### src/rtl/mssm_pkg.sv
`timescale 1ns / 1ps
package mssm_pkg;

  typedef enum logic [1:0] {
    REQ_PUSH    = 2'd0,
    REQ_CLOSE   = 2'd1,
    REQ_RESTART = 2'd2,
    REQ_NOP     = 2'd3
  } req_e;

  typedef enum logic [1:0] {
    KIND_WORD   = 2'd0,
    KIND_FINISH = 2'd1,
    KIND_DROP   = 2'd2
  } kind_e;

  localparam logic [1:0] MODE_UNION = 2'd0;
  localparam logic [1:0] MODE_INTER = 2'd1;
  localparam logic [1:0] MODE_DIFF  = 2'd2;

  localparam logic CFG_MODE   = 1'b0;
  localparam logic CFG_ENABLE = 1'b1;

  localparam int unsigned REQ_BITS  = 2;
  localparam int unsigned SID_BITS  = 3;
  localparam int unsigned WIN_BITS  = 32;
  localparam int unsigned KIND_BITS = 2;
  localparam int unsigned WOUT_BITS = 32;
  localparam int unsigned EN_BITS   = 8;

  typedef struct packed {
    logic apply;
    logic pop;
  } cmd_t;

  typedef struct packed {
    logic       drop;
    logic       done;
    logic       stall;
    logic       finished;
    logic       emit;
  } stat_t;

endpackage

### src/rtl/mssm_datapath.sv
`timescale 1ns / 1ps
module mssm_datapath #(
  parameter int unsigned NUM_STREAMS = 8,
  parameter int unsigned QUEUE_DEPTH = 4,
  parameter int unsigned WORD_BITS   = 32
) (
  input  logic                          clk_i,
  input  logic                          rst_ni,
  input  logic [mssm_pkg::REQ_BITS-1:0] req_i,
  input  logic [mssm_pkg::SID_BITS-1:0] sid_i,
  input  logic [mssm_pkg::WIN_BITS-1:0] word_i,
  input  logic [1:0]                    mode_i,
  input  logic [mssm_pkg::EN_BITS-1:0]  enable_i,
  input  mssm_pkg::cmd_t                cmd_i,
  output mssm_pkg::stat_t               stat_o,
  output logic [WORD_BITS-1:0]          min_o
);
  localparam int unsigned PW = (QUEUE_DEPTH > 1) ? $clog2(QUEUE_DEPTH) : 1;
  localparam int unsigned FW = $clog2(QUEUE_DEPTH + 1);
  localparam int unsigned SB = mssm_pkg::SID_BITS;

  logic [WORD_BITS-1:0] mem_q [NUM_STREAMS][QUEUE_DEPTH];
  logic [PW-1:0] rp_q [NUM_STREAMS];
  logic [FW-1:0] fill_q [NUM_STREAMS];
  logic [NUM_STREAMS-1:0] closed_q;
  logic finished_q;

  logic [NUM_STREAMS-1:0] en, empty, exh, active, first, has_min;
  logic [WORD_BITS-1:0] heads [NUM_STREAMS];
  logic [WORD_BITS-1:0] mn;
  logic have, done, sid_ok;
  logic [PW-1:0] slot;
  logic [FW:0] slot_sum;

  function automatic logic [PW-1:0] wrap_inc(input logic [PW-1:0] p);
    logic [PW:0] s;
    s = {1'b0, p} + (PW+1)'(1);
    if (s >= (PW+1)'(QUEUE_DEPTH)) s = '0;
    return s[PW-1:0];
  endfunction

  always_comb begin
    for (int i = 0; i < NUM_STREAMS; i++) begin
      en[i]    = (i < mssm_pkg::EN_BITS) ? enable_i[i] : 1'b0;
      empty[i] = (fill_q[i] == '0);
      heads[i] = (QUEUE_DEPTH > 1) ? mem_q[i][rp_q[i]] : mem_q[i][0];
    end
    exh    = en & closed_q & empty;
    active = en & ~exh;
    first  = en & (~en + NUM_STREAMS'(1));
    unique case (mode_i)
      mssm_pkg::MODE_INTER: done = (active == '0) || (active != en);
      mssm_pkg::MODE_DIFF:  done = (first == '0) || ((exh & first) != '0);
      default:              done = (active == '0);
    endcase
    have = 1'b0;
    mn = '0;
    has_min = '0;
    for (int i = 0; i < NUM_STREAMS; i++) begin
      if (active[i]) begin
        if (!have || heads[i] < mn) begin
          have = 1'b1;
          mn = heads[i];
          has_min = '0;
          has_min[i] = 1'b1;
        end else if (heads[i] == mn) begin
          has_min[i] = 1'b1;
        end
      end
    end
    sid_ok = (32'(sid_i) < NUM_STREAMS);
    slot_sum = (FW+1)'(rp_q[sid_i[SB-1:0]]) + (FW+1)'(fill_q[sid_i[SB-1:0]]);
    if (slot_sum >= (FW+1)'(QUEUE_DEPTH)) slot_sum = slot_sum - (FW+1)'(QUEUE_DEPTH);
    slot = sid_ok ? PW'(slot_sum) : '0;
  end

  always_comb begin
    stat_o.finished = finished_q;
    stat_o.done     = done;
    stat_o.stall    = (active & ~closed_q & empty) != '0;
    stat_o.drop     = (req_i == mssm_pkg::REQ_PUSH) && sid_ok && !closed_q[sid_i]
                      && (32'(fill_q[sid_i]) >= QUEUE_DEPTH);
    unique case (mode_i)
      mssm_pkg::MODE_INTER: stat_o.emit = (has_min == en);
      mssm_pkg::MODE_DIFF:  stat_o.emit = (has_min == first);
      default:              stat_o.emit = 1'b1;
    endcase
  end

  assign min_o = mn;

  always_ff @(posedge clk_i) begin
    if (cmd_i.apply && req_i == mssm_pkg::REQ_PUSH && sid_ok && !closed_q[sid_i]
        && !stat_o.drop)
      mem_q[sid_i][slot] <= word_i[WORD_BITS-1:0];
  end

  always_ff @(posedge clk_i or negedge rst_ni) begin
    if (!rst_ni) begin
      for (int i = 0; i < NUM_STREAMS; i++) begin
        rp_q[i] <= '0;
        fill_q[i] <= '0;
      end
      closed_q <= '0;
      finished_q <= 1'b0;
    end else if (cmd_i.apply) begin
      unique case (req_i)
        mssm_pkg::REQ_PUSH: begin
          if (sid_ok && !closed_q[sid_i] && !stat_o.drop)
            fill_q[sid_i] <= fill_q[sid_i] + FW'(1);
        end
        mssm_pkg::REQ_CLOSE: begin
          if (sid_ok) closed_q[sid_i] <= 1'b1;
        end
        mssm_pkg::REQ_RESTART: begin
          for (int i = 0; i < NUM_STREAMS; i++) begin
            rp_q[i] <= '0;
            fill_q[i] <= '0;
          end
          closed_q <= '0;
          finished_q <= 1'b0;
        end
        default: ;
      endcase
    end else if (cmd_i.pop) begin
      if (done) finished_q <= 1'b1;
      else begin
        for (int i = 0; i < NUM_STREAMS; i++) begin
          if (has_min[i]) begin
            rp_q[i] <= wrap_inc(rp_q[i]);
            fill_q[i] <= fill_q[i] - FW'(1);
          end
        end
      end
    end
  end
endmodule

### src/rtl/mssm_ctrl.sv
`timescale 1ns / 1ps
module mssm_ctrl #(
  parameter int unsigned WORD_BITS = 32
) (
  input  logic                           clk_i,
  input  logic                           rst_ni,
  input  logic                           in_valid_i,
  output logic                           in_ready_o,
  output logic                           out_valid_o,
  input  logic                           out_ready_i,
  output logic [mssm_pkg::KIND_BITS-1:0] kind_o,
  output logic [mssm_pkg::WOUT_BITS-1:0] word_o,
  output logic                           last_o,
  output mssm_pkg::cmd_t                 cmd_o,
  input  mssm_pkg::stat_t                stat_i,
  input  logic [WORD_BITS-1:0]           min_i
);
  typedef enum logic {ST_IDLE, ST_MERGE} state_e;
  state_e state_q;
  logic ov_q, last_q, pend_q;
  logic [mssm_pkg::KIND_BITS-1:0] kind_q, pkind_q;
  logic [mssm_pkg::WOUT_BITS-1:0] word_q, pword_q;
  logic slot_free, merge_end, step_res, out_load;
  logic [mssm_pkg::KIND_BITS-1:0] new_kind;
  logic [mssm_pkg::WOUT_BITS-1:0] new_word;

  assign slot_free   = !ov_q || out_ready_i;
  assign in_ready_o  = (state_q == ST_IDLE) && slot_free;
  assign out_valid_o = ov_q;
  assign kind_o      = kind_q;
  assign word_o      = word_q;
  assign last_o      = last_q;
  assign merge_end   = stat_i.finished || (stat_i.stall && !stat_i.done);

  always_comb begin
    cmd_o.apply = in_valid_i && in_ready_o;
    cmd_o.pop   = (state_q == ST_MERGE) && slot_free && !merge_end;
    step_res    = cmd_o.pop && (stat_i.done || stat_i.emit);
    new_kind    = stat_i.done ? mssm_pkg::KIND_FINISH : mssm_pkg::KIND_WORD;
    new_word    = stat_i.done ? '0 : mssm_pkg::WOUT_BITS'(min_i);
    out_load    = pend_q && (step_res
                  || ((state_q == ST_MERGE) && slot_free && merge_end));
  end

  always_ff @(posedge clk_i or negedge rst_ni) begin
    if (!rst_ni) begin
      state_q <= ST_IDLE;
      ov_q <= 1'b0;
      last_q <= 1'b0;
      pend_q <= 1'b0;
      kind_q <= '0;
      word_q <= '0;
      pkind_q <= '0;
      pword_q <= '0;
    end else begin
      if (out_load) begin
        ov_q <= 1'b1;
        kind_q <= pkind_q;
        word_q <= pword_q;
        last_q <= merge_end;
      end else if (ov_q && out_ready_i) begin
        ov_q <= 1'b0;
      end
      unique case (state_q)
        ST_IDLE: begin
          if (cmd_o.apply) begin
            pend_q <= stat_i.drop;
            pkind_q <= mssm_pkg::KIND_DROP;
            pword_q <= '0;
            state_q <= ST_MERGE;
          end
        end
        ST_MERGE: begin
          if (step_res) begin
            pend_q <= 1'b1;
            pkind_q <= new_kind;
            pword_q <= new_word;
          end else if (slot_free && merge_end) begin
            pend_q <= 1'b0;
            state_q <= ST_IDLE;
          end
        end
      endcase
    end
  end
endmodule

### src/rtl/multiway_sorted_set_merge_top.sv
`timescale 1ns / 1ps
// Each accepted item causes merge steps, one per minimum popped and one for
// the finish if reached; each result is held in a pending register until the
// next result or the end of the merge, so that its last flag is known.
// A new item is accepted only after the merge of the last one ends; an output
// stall holds the merge. One minimum selection over all heads per step.
// Reset: rst_ni asynchronous, active low; empties queues, reopens streams.
module multiway_sorted_set_merge_top #(
  parameter int unsigned NUM_STREAMS = 8,
  parameter int unsigned QUEUE_DEPTH = 4,
  parameter int unsigned WORD_BITS   = 32
) (
  input  logic        clk_i,
  input  logic        rst_ni,
  input  logic        s_axis_tvalid,
  output logic        s_axis_tready,
  input  logic [39:0] s_axis_tdata,   // stream_id[2:0], word_in[34:3], zero pad
  input  logic [1:0]  s_axis_tuser,   // req_type
  output logic        m_axis_tvalid,
  input  logic        m_axis_tready,
  output logic [31:0] m_axis_tdata,   // word_out
  output logic [1:0]  m_axis_tuser,   // result_kind
  output logic        m_axis_tlast,
  input  logic        cfg_we_i,
  input  logic        cfg_idx_i,
  input  logic [7:0]  cfg_data_i
);
  logic [1:0] mode_q;
  logic [7:0] enable_q;
  mssm_pkg::cmd_t cmd;
  mssm_pkg::stat_t stat;
  logic [WORD_BITS-1:0] min_w;

  always_ff @(posedge clk_i or negedge rst_ni) begin
    if (!rst_ni) begin
      mode_q <= mssm_pkg::MODE_UNION;
      enable_q <= 8'd1;
    end else if (cfg_we_i) begin
      if (cfg_idx_i == mssm_pkg::CFG_MODE) mode_q <= cfg_data_i[1:0];
      else enable_q <= cfg_data_i;
    end
  end

  mssm_datapath #(
    .NUM_STREAMS(NUM_STREAMS), .QUEUE_DEPTH(QUEUE_DEPTH), .WORD_BITS(WORD_BITS)
  ) u_dp (
    .clk_i, .rst_ni,
    .req_i(s_axis_tuser), .sid_i(s_axis_tdata[2:0]), .word_i(s_axis_tdata[34:3]),
    .mode_i(mode_q), .enable_i(enable_q),
    .cmd_i(cmd), .stat_o(stat), .min_o(min_w)
  );

  mssm_ctrl #(.WORD_BITS(WORD_BITS)) u_ctrl (
    .clk_i, .rst_ni,
    .in_valid_i(s_axis_tvalid), .in_ready_o(s_axis_tready),
    .out_valid_o(m_axis_tvalid), .out_ready_i(m_axis_tready),
    .kind_o(m_axis_tuser), .word_o(m_axis_tdata), .last_o(m_axis_tlast),
    .cmd_o(cmd), .stat_i(stat), .min_i(min_w)
  );

`ifndef SYNTHESIS
  a_word_kind_data: assert property (@(posedge clk_i) disable iff (!rst_ni)
    m_axis_tvalid && m_axis_tuser != mssm_pkg::KIND_WORD |-> m_axis_tdata == '0)
    else $error("non-word result carries data");
  a_no_apply_pop: assert property (@(posedge clk_i) disable iff (!rst_ni)
    !(cmd.apply && cmd.pop)) else $error("apply and pop together");
`endif
endmodule

### config.mk
export PLATFORM = sky130hd
export DESIGN_NAME = multiway_sorted_set_merge_top
export DESIGN_NICKNAME = d
export VERILOG_FILES = /design/src/rtl/mssm_pkg.sv /design/src/rtl/mssm_datapath.sv /design/src/rtl/mssm_ctrl.sv /design/src/rtl/multiway_sorted_set_merge_top.sv
export SDC_FILE = /design/constraint.sdc
export NUM_CORES = 2
export LEC_CHECK = 0
export BUFFER_PORTS_ARGS = -buffer_cell sky130_fd_sc_hd__buf_2
export CAP_MARGIN = 20
export CELL_PAD_IN_SITES_DETAIL_PLACEMENT = 1
export CELL_PAD_IN_SITES_GLOBAL_PLACEMENT = 2
export CORE_MARGIN = 2
export CORE_UTILIZATION = 25
export CTS_CLUSTER_SIZE = 28
export DETAILED_ROUTE_END_ITERATION = 8
export HOLD_SLACK_MARGIN = 0.02
export PLACE_DENSITY = 0.47
export SLEW_MARGIN = 20
export SYNTH_ARGS = -nofsm -noshare
export SYNTH_HDL_FRONTEND = slang
export SYNTH_SLANG_ARGS = --single-unit
### constraint.sdc
create_clock -name clk_i -period 23 [get_ports clk_i]
set_input_delay 4.6 -clock clk_i [delete_from_list [all_inputs] [get_ports clk_i]]
set_output_delay 4.6 -clock clk_i [all_outputs]
set_load 0.005 [all_outputs]
# Yosys cells after proc, flatten, opt, wreduce, memory -nomap -nowiden
# Memories as Yosys holds them, arrays and structs flattened.
# Index checks and enable logic that the tools add are counted.
[word_totals]
reg_bits = 131
mem_bits_rw = 1024
in_bits = 56
memories = 1
[op_classes]
addsub = 20
order_cmp = 31
n_eq_ne = 21
muxes = 163
bitwise_logic = 23
n_reduce_logical = 91
[mem_list]
columns = ["name", "depth", "word_bits", "rd", "rd_clocked_by_memory_dff", "wr", "line_no", "rtl"]
rows = [
  ["u_dp.mem_q", 8, 128, 8, 0, 1, "mssm_datapath.sv:22", "logic [WORD_BITS-1:0] mem_q [NUM_STREAMS][QUEUE_DEPTH];"],
]
[ops]
columns = ["cell", "count"]
rows = [
  ["$mux 32", 35],
  ["$bmux 32 s2", 8],
  ["$eq 32x32->1", 7],
  ["$lt 32x32->1", 7],
  ["$mux 128", 1],
  ["$mux 24", 4],
  ["$demux 32 s2", 1],
  ["$mux 16", 4],
  ["$pmux 32 s2", 1],
  ["$and 8x8->8", 7],
  ["$mux 8", 7],
  ["$ge 3x3->1 const B", 18],
  ["$pmux 24 s2", 1],
  ["$mux 1", 46],
  ["$mux 2", 23],
  ["$reduce_and 5->1", 8],
  ["$mux 3", 13],
  ["$reduce_and 4->1", 8],
  ["$not 2->3", 9],
  ["$add 2x1->3 const B", 8],
  ["$bwmux 24", 1],
  ["$logic_not 3->1", 8],
  ["$not 8->8", 3],
  ["$reduce_bool 2->1", 12],
  ["41 further kinds", 109],
]

# Depth between registers and ports, before layout
[logic_depth]
depth_word = 40
depth_mapped = 80
mapped_depth_nobuf = 67

# Modules after synthesis
# From an unflattened synthesis, not the netlist that was laid out.
[hier_totals]
hier_cells = 3361
hier_area_um2 = 52875.7
[by_module_without_submodules]
columns = ["module", "n_inst", "cells_per_inst", "area_each_um2", "seq_area_each_um2"]
rows = [
  ["mssm_datapath", 1, 3085, 49336.1, 31975.7],
  ["mssm_ctrl", 1, 254, 3128.0, 1801.7],
  ["multiway_sorted_set_merge_top", 1, 22, 411.6, 251.5],
]

# Least setup slack after synthesis
# OpenSTA, ideal clock, no wires.
[synth_timing]
kind = "register to register"
start = "reg u_dp.rp_q[12] (netlist name)"
end = "reg u_ctrl.kind_q, in the netlist u_ctrl.kind_o[0]"
setup_ps = 127
arrival_ps = 18680
required_time_ps = 22873
slack_ps = 4192
path_stages_with_launch = 75
path_buffers = 16
period_less_slack_ps = 18808
path_cell_list = "dfrtp_1 -> clkbuf_1 -> buf_1 -> mux4_2 -> ha_1 -> a21oi_1 -> o21ai_0 -> a22oi_1 -> a21oi_1 -> nor3_1 -> clkbuf_1 -> mux2_2 -> inv_1 -> ha_1 -> a21oi_1 -> o21ai_0 -> a221oi_1 -> o22ai_1 -> [39 not listed] -> a311oi_2 -> clkbuf_1 -> clkbuf_1 -> clkbuf_1 -> o21a_1 -> ha_1 -> nand4_1 -> nor4_1 -> and3_1 -> nand2_1 -> mux2_2 -> o21a_1 -> o221a_2 -> a211oi_1 -> nand4_2 -> a31oi_4 -> buf_6 -> mux2_1"
[synth_via]
elab_chain_cells = 38
elab_cells_between_ends = 95
cone_classes = "7 x order compare; 9 x eq/ne; 61 x mux; 1 x bitwise; 17 x reduce/logical"
[synth_lines]
columns = ["element", "line_no", "rtl"]
rows = [
  ["from (decl)", "mssm_datapath.sv:23", "logic [PW-1:0] rp_q [NUM_STREAMS];"],
  ["from (signal, indexed assignment)", "mssm_datapath.sv:130", "rp_q[i] <= wrap_inc(rp_q[i]);"],
  ["$not 2->3 (not written as such) *", "mssm_datapath.sv:46", "heads[i] = (QUEUE_DEPTH > 1) ? mem_q[i][rp_q[i]] : mem_q[i][0];"],
  ["$bmux 32 s2 *", "mssm_datapath.sv:46", ""],
  ["$mux 32 (not written as such) * (2 in a row)", "mssm_datapath.sv:46", ""],
  ["$lt 32x32->1", "mssm_datapath.sv:61", "if (!have || heads[i] < mn) begin"],
  ["$logic_or 1x1->1", "mssm_datapath.sv:61", ""],
  ["$mux 32 / $mux 1 (equally long branches)", "mssm_datapath.sv:61", ""],
  ["$mux 32 / $mux 1 (equally long branches)", "mssm_datapath.sv:60", "if (active[i]) begin"],
  ["$lt 32x32->1 / $logic_not 1->1 (equally long branches)", "mssm_datapath.sv:61", ""],
  ["[21 not listed]", "--", ""],
  ["$mux 7 / $mux 1 (equally long branches)", "mssm_datapath.sv:61", ""],
  ["$mux 8 *", "mssm_datapath.sv:60", ""],
  ["$eq 8x8->1 (on tied branches)", "mssm_datapath.sv:85, mssm_datapath.sv:84", ""],
  ["$pmux 1 s2 *", "mssm_datapath.sv:83", "unique case (mode_i)"],
  ["$logic_or 1x1->1 *", "mssm_ctrl.sv:38", "step_res = cmd_o.pop && (stat_i.done || stat_i.emit);"],
  ["$logic_and 1x1->1 *", "mssm_ctrl.sv:38", ""],
  ["$logic_or 1x1->1 *", "mssm_ctrl.sv:42", "|| ((state_q == ST_MERGE) && slot_free && merge_end));"],
  ["$logic_and 1x1->1 *", "mssm_ctrl.sv:41", "out_load = pend_q && (step_res"],
  ["to (signal assigned)", "mssm_ctrl.sv:58", "kind_q <= pkind_q;"],
  ["to (decl)", "mssm_ctrl.sv:21", "logic [mssm_pkg::KIND_BITS-1:0] kind_q, pkind_q;"],
]
# Mark *: on every way between the ends. The rest lies on a longest branch, timed or not. The select of a mux whose other input is x is not followed.
# A chain may end at the register's enable or synchronous reset.

# Worst setup path after layout
[layout_timing]
start = "reg u_dp.rp_q[14] (netlist name)"
end = "reg u_ctrl.word_q, in the netlist u_ctrl.word_o[23]"
[layout_via]
elab_chain_cells = 39
elab_cells_between_ends = 96
cone_classes = "7 x order compare; 9 x eq/ne; 62 x mux; 1 x bitwise; 17 x reduce/logical"
[layout_lines]
columns = ["element", "line_no", "rtl"]
rows = [
  ["$not 2->3 (not written as such) *", "mssm_datapath.sv:46", ""],
  ["$bmux 32 s2 *", "mssm_datapath.sv:46", ""],
  ["$mux 32 (not written as such) * (2 in a row)", "mssm_datapath.sv:46", ""],
  ["$mux 32 *", "mssm_datapath.sv:60", ""],
  ["$lt 32x32->1", "mssm_datapath.sv:61", ""],
  ["$logic_or 1x1->1", "mssm_datapath.sv:61", ""],
  ["$mux 32 / $mux 1 (equally long branches)", "mssm_datapath.sv:61", ""],
  ["$mux 32 / $mux 1 (equally long branches)", "mssm_datapath.sv:60", ""],
  ["[22 not listed]", "--", ""],
  ["$mux 7 / $mux 1 (equally long branches)", "mssm_datapath.sv:61", ""],
  ["$mux 8 *", "mssm_datapath.sv:60", ""],
  ["$eq 8x8->1 (on tied branches)", "mssm_datapath.sv:85, mssm_datapath.sv:84", ""],
  ["$pmux 1 s2 *", "mssm_datapath.sv:83", ""],
  ["$logic_or 1x1->1 *", "mssm_ctrl.sv:38", ""],
  ["$logic_and 1x1->1 *", "mssm_ctrl.sv:38", ""],
  ["$logic_or 1x1->1 *", "mssm_ctrl.sv:42", ""],
  ["$logic_and 1x1->1 *", "mssm_ctrl.sv:41", ""],
  ["to (signal assigned)", "mssm_ctrl.sv:59", "word_q <= pword_q;"],
  ["to (decl)", "mssm_ctrl.sv:22", "logic [mssm_pkg::WOUT_BITS-1:0] word_q, pword_q;"],
]
# Marks and branches as above.

==> impl_metrics.tcl <==
set metrics [dict create \
    status "completed" \
    ioPinCount 93 \
    nets 3911 \
    port_buffers 87 \
    cts_tree "done" \
    arrival_ps 21650 \
    yosysWarnings 0 \
    antenna_found_initial 12 \
    die-area_um2 214000 \
    rows 168 \
    ys_seq_area_share_pct 64.8 \
    post_cts_buffers 0 \
    max_freq_mhz 47.7 \
    die_w_um 462 \
    slew_headroom_pct 29.6 \
    worstSetupEndpointType "flip-flop" \
    start_kind "flip-flop" \
    via_per_inst 4.70 \
    first_global_vias 32700 \
    met1_length_mm 81.9 \
    nFillCells 21800 \
    place_congestion 0.763 \
    layout_commonest_cell "edfxtp_1" \
    cts_buffer_depth 3 \
    syn_area_um2 52500 \
    routed-wl-met3_mm 5.54 \
    syn_inst 3333 \
    clk_transition_reported_paths_ps 60 \
    synth_nets 3643 \
    insertion_delay_ps 800 \
    track_usage_pct 16.4 \
    crit_slowest_cell "dfrtp_2" \
    max_stage_delay_ps 800 \
    grt_pass1_wl_mm 251 \
    setup_violations 0 \
    synth_edf_count 1024 \
    drtAntennaViolNets 0 \
    synthToLayoutAreaGrowth_pct 18.2 \
    synth-seq-cells 1155 \
    tightest_slew_ps 1050 \
    cts-htree-levels 4 \
    max_cap_violations 0 \
    drv_slew 0 \
    rsz0062_at_grt "no" \
    core_um2 209000 \
    critPathRequiredTime_ps 23670 \
    met2_wirelength_mm 84.3 \
    avgSynthCellArea_um2 15.8 \
    path_max_fanout 36 \
    dp_hpwl_mm 119 \
    synth.distinct_cells 79 \
    wl_per_cell_um 26.9 \
    path_common_cell "buf_4" \
    final_cell_mix "edfxtp_1, ha_1, mux4_2, nand2_1, buf_4" \
    cts.sinks 1155 \
    grt_overflow 0 \
    die_y_um 462 \
    cts_resized 0 \
    skew_ps 36.7 \
    synth-main-ff-cell "edfxtp_1" \
    drtIter0Drc 1878 \
    highest_layer "met4" \
    finalWirelength_mm 175 \
    timing.final.crit_share_pct 91.2 \
    crit_type "flip-flop to flip-flop" \
    grt_start_max_net_pins 70 \
    fin_crit_ps 20980 \
    cts-root-buf "clkbuf_16" \
    finalSetupTns_ps 0 \
    hold_viol_final 0 \
    initial_core_util_pct 25.1 \
    layout-drive-gt1-share_pct 23.2 \
    post-route-drc-count 0 \
    synthArstFlopShare_pct 11.3 \
    worst_hold_path_type "flip-flop to flip-flop" \
    drtPass1Iterations 4 \
    cts_buffers 139 \
    holdBufCountCts 0 \
    vias 30600 \
]
[registers in the layout, summed over array words and instances, names as in the netlist, 2 cells and up]
name	flops
u_dp.mem_q	1024
u_ctrl.pkind_q	2
enable_q	8
u_ctrl.kind_o	2
u_ctrl.pword_q	32
u_dp.fill_q	24
u_dp.closed_q	8
u_dp.rp_q	16
u_ctrl.word_o	32
mode_q	2
[worst paths after layout]
path                                         from                end  slack (ps)  cells past startpoint
worst max-delay path                u_dp.rp_q[14]  u_ctrl.word_o[23]        2020                     73
worst min-delay path            u_ctrl.word_o[10]  u_ctrl.word_o[10]         480                      1
worst max register to register      u_dp.rp_q[14]  u_ctrl.word_o[23]        2020                     73
worst min register to register  u_ctrl.word_o[10]  u_ctrl.word_o[10]         480                      1
max in group asynchronous                  rst_ni  u_ctrl.word_o[17]       17810                      2
min in group asynchronous                  rst_ni     u_dp.fill_q[5]        3820                      1
[synthesized netlist by cell type (all sizes together) (34+ instances only)]
master     n  area share, %
a22o      36           0.60
nand3     34           0.32
mux2     111            2.4
dfrtp    130            6.2
nand2    241            1.7
a21o      50           0.71
edfxtp  1024             59
mux4     241             10
clkbuf   116           0.83
a21oi    155            1.5
o21ai    136            1.3
mux2i     72            1.4
nor2     145            1.0
o21a      80            1.1
ha       254            6.1
nand4     46           0.56
inv      132           0.94
buf       37           0.31
[cell type report]
cell class | count | area [um^2] | area share [%]
sequential | 1155 | 34000 | 54.8
multi-input combinational | 1893 | 17700 | 28.6
clock buffer | 181 | 3720 | 5.99
tap | 2805 | 3510 | 5.65
timing repair buffer | 280 | 2040 | 3.29
clock inverter | 62 | 539 | 0.869
inverter | 132 | 495 | 0.798
antenna | 3 | 7.51 | 0.0121
[kinds of logic after synthesis]
group,count (synthesis),synth area share [%]
fa+ha+maj,254,6.05
simple gates,618,5.57
xor+xnor,4,0.0667
compound gates,593,7.35
buf+inv,285,2.08
mux,424,14.1
flops,1155,64.8
[per-layer routing]
metal / up-vias / track usage (%)
li1: 13800 / -
met1: 16200 / 22.3
met2: 489 / 27.2
met3: 187 / 2.39
met4: 0 / 4.31
met5: - / 0
[critical path: cells and delay by family, from the launching register on]
kind	cells	cell delay [ps]
and+or+nand+nor	17	3960
xor gates and xnor gates	1	160
adders and majority gates	7	1860
DFF	1	800
muxes	6	2230
AOI/OAI and AO/OA	26	8120
buffers and inverters	16	3480
[through the flow]
step                      util, %  hold slack [ps]  instance area [um^2]  setup slack [ps]  instances
after detailed placement     27.6              471                 57800              1900       6265
after global placement       27.6              463                 57800              1920       6265
after global routing         29.7              491                 62100               520       6509
after floorplan                 -              435                 52500              4190       3333
after CTS                    29.7              484                 62100              1820       6508
final                        29.7              476                 62100              2020       6511
Power is not shown: default switching activity piles up to over one toggle a cycle in this logic, so the estimate is an artifact.
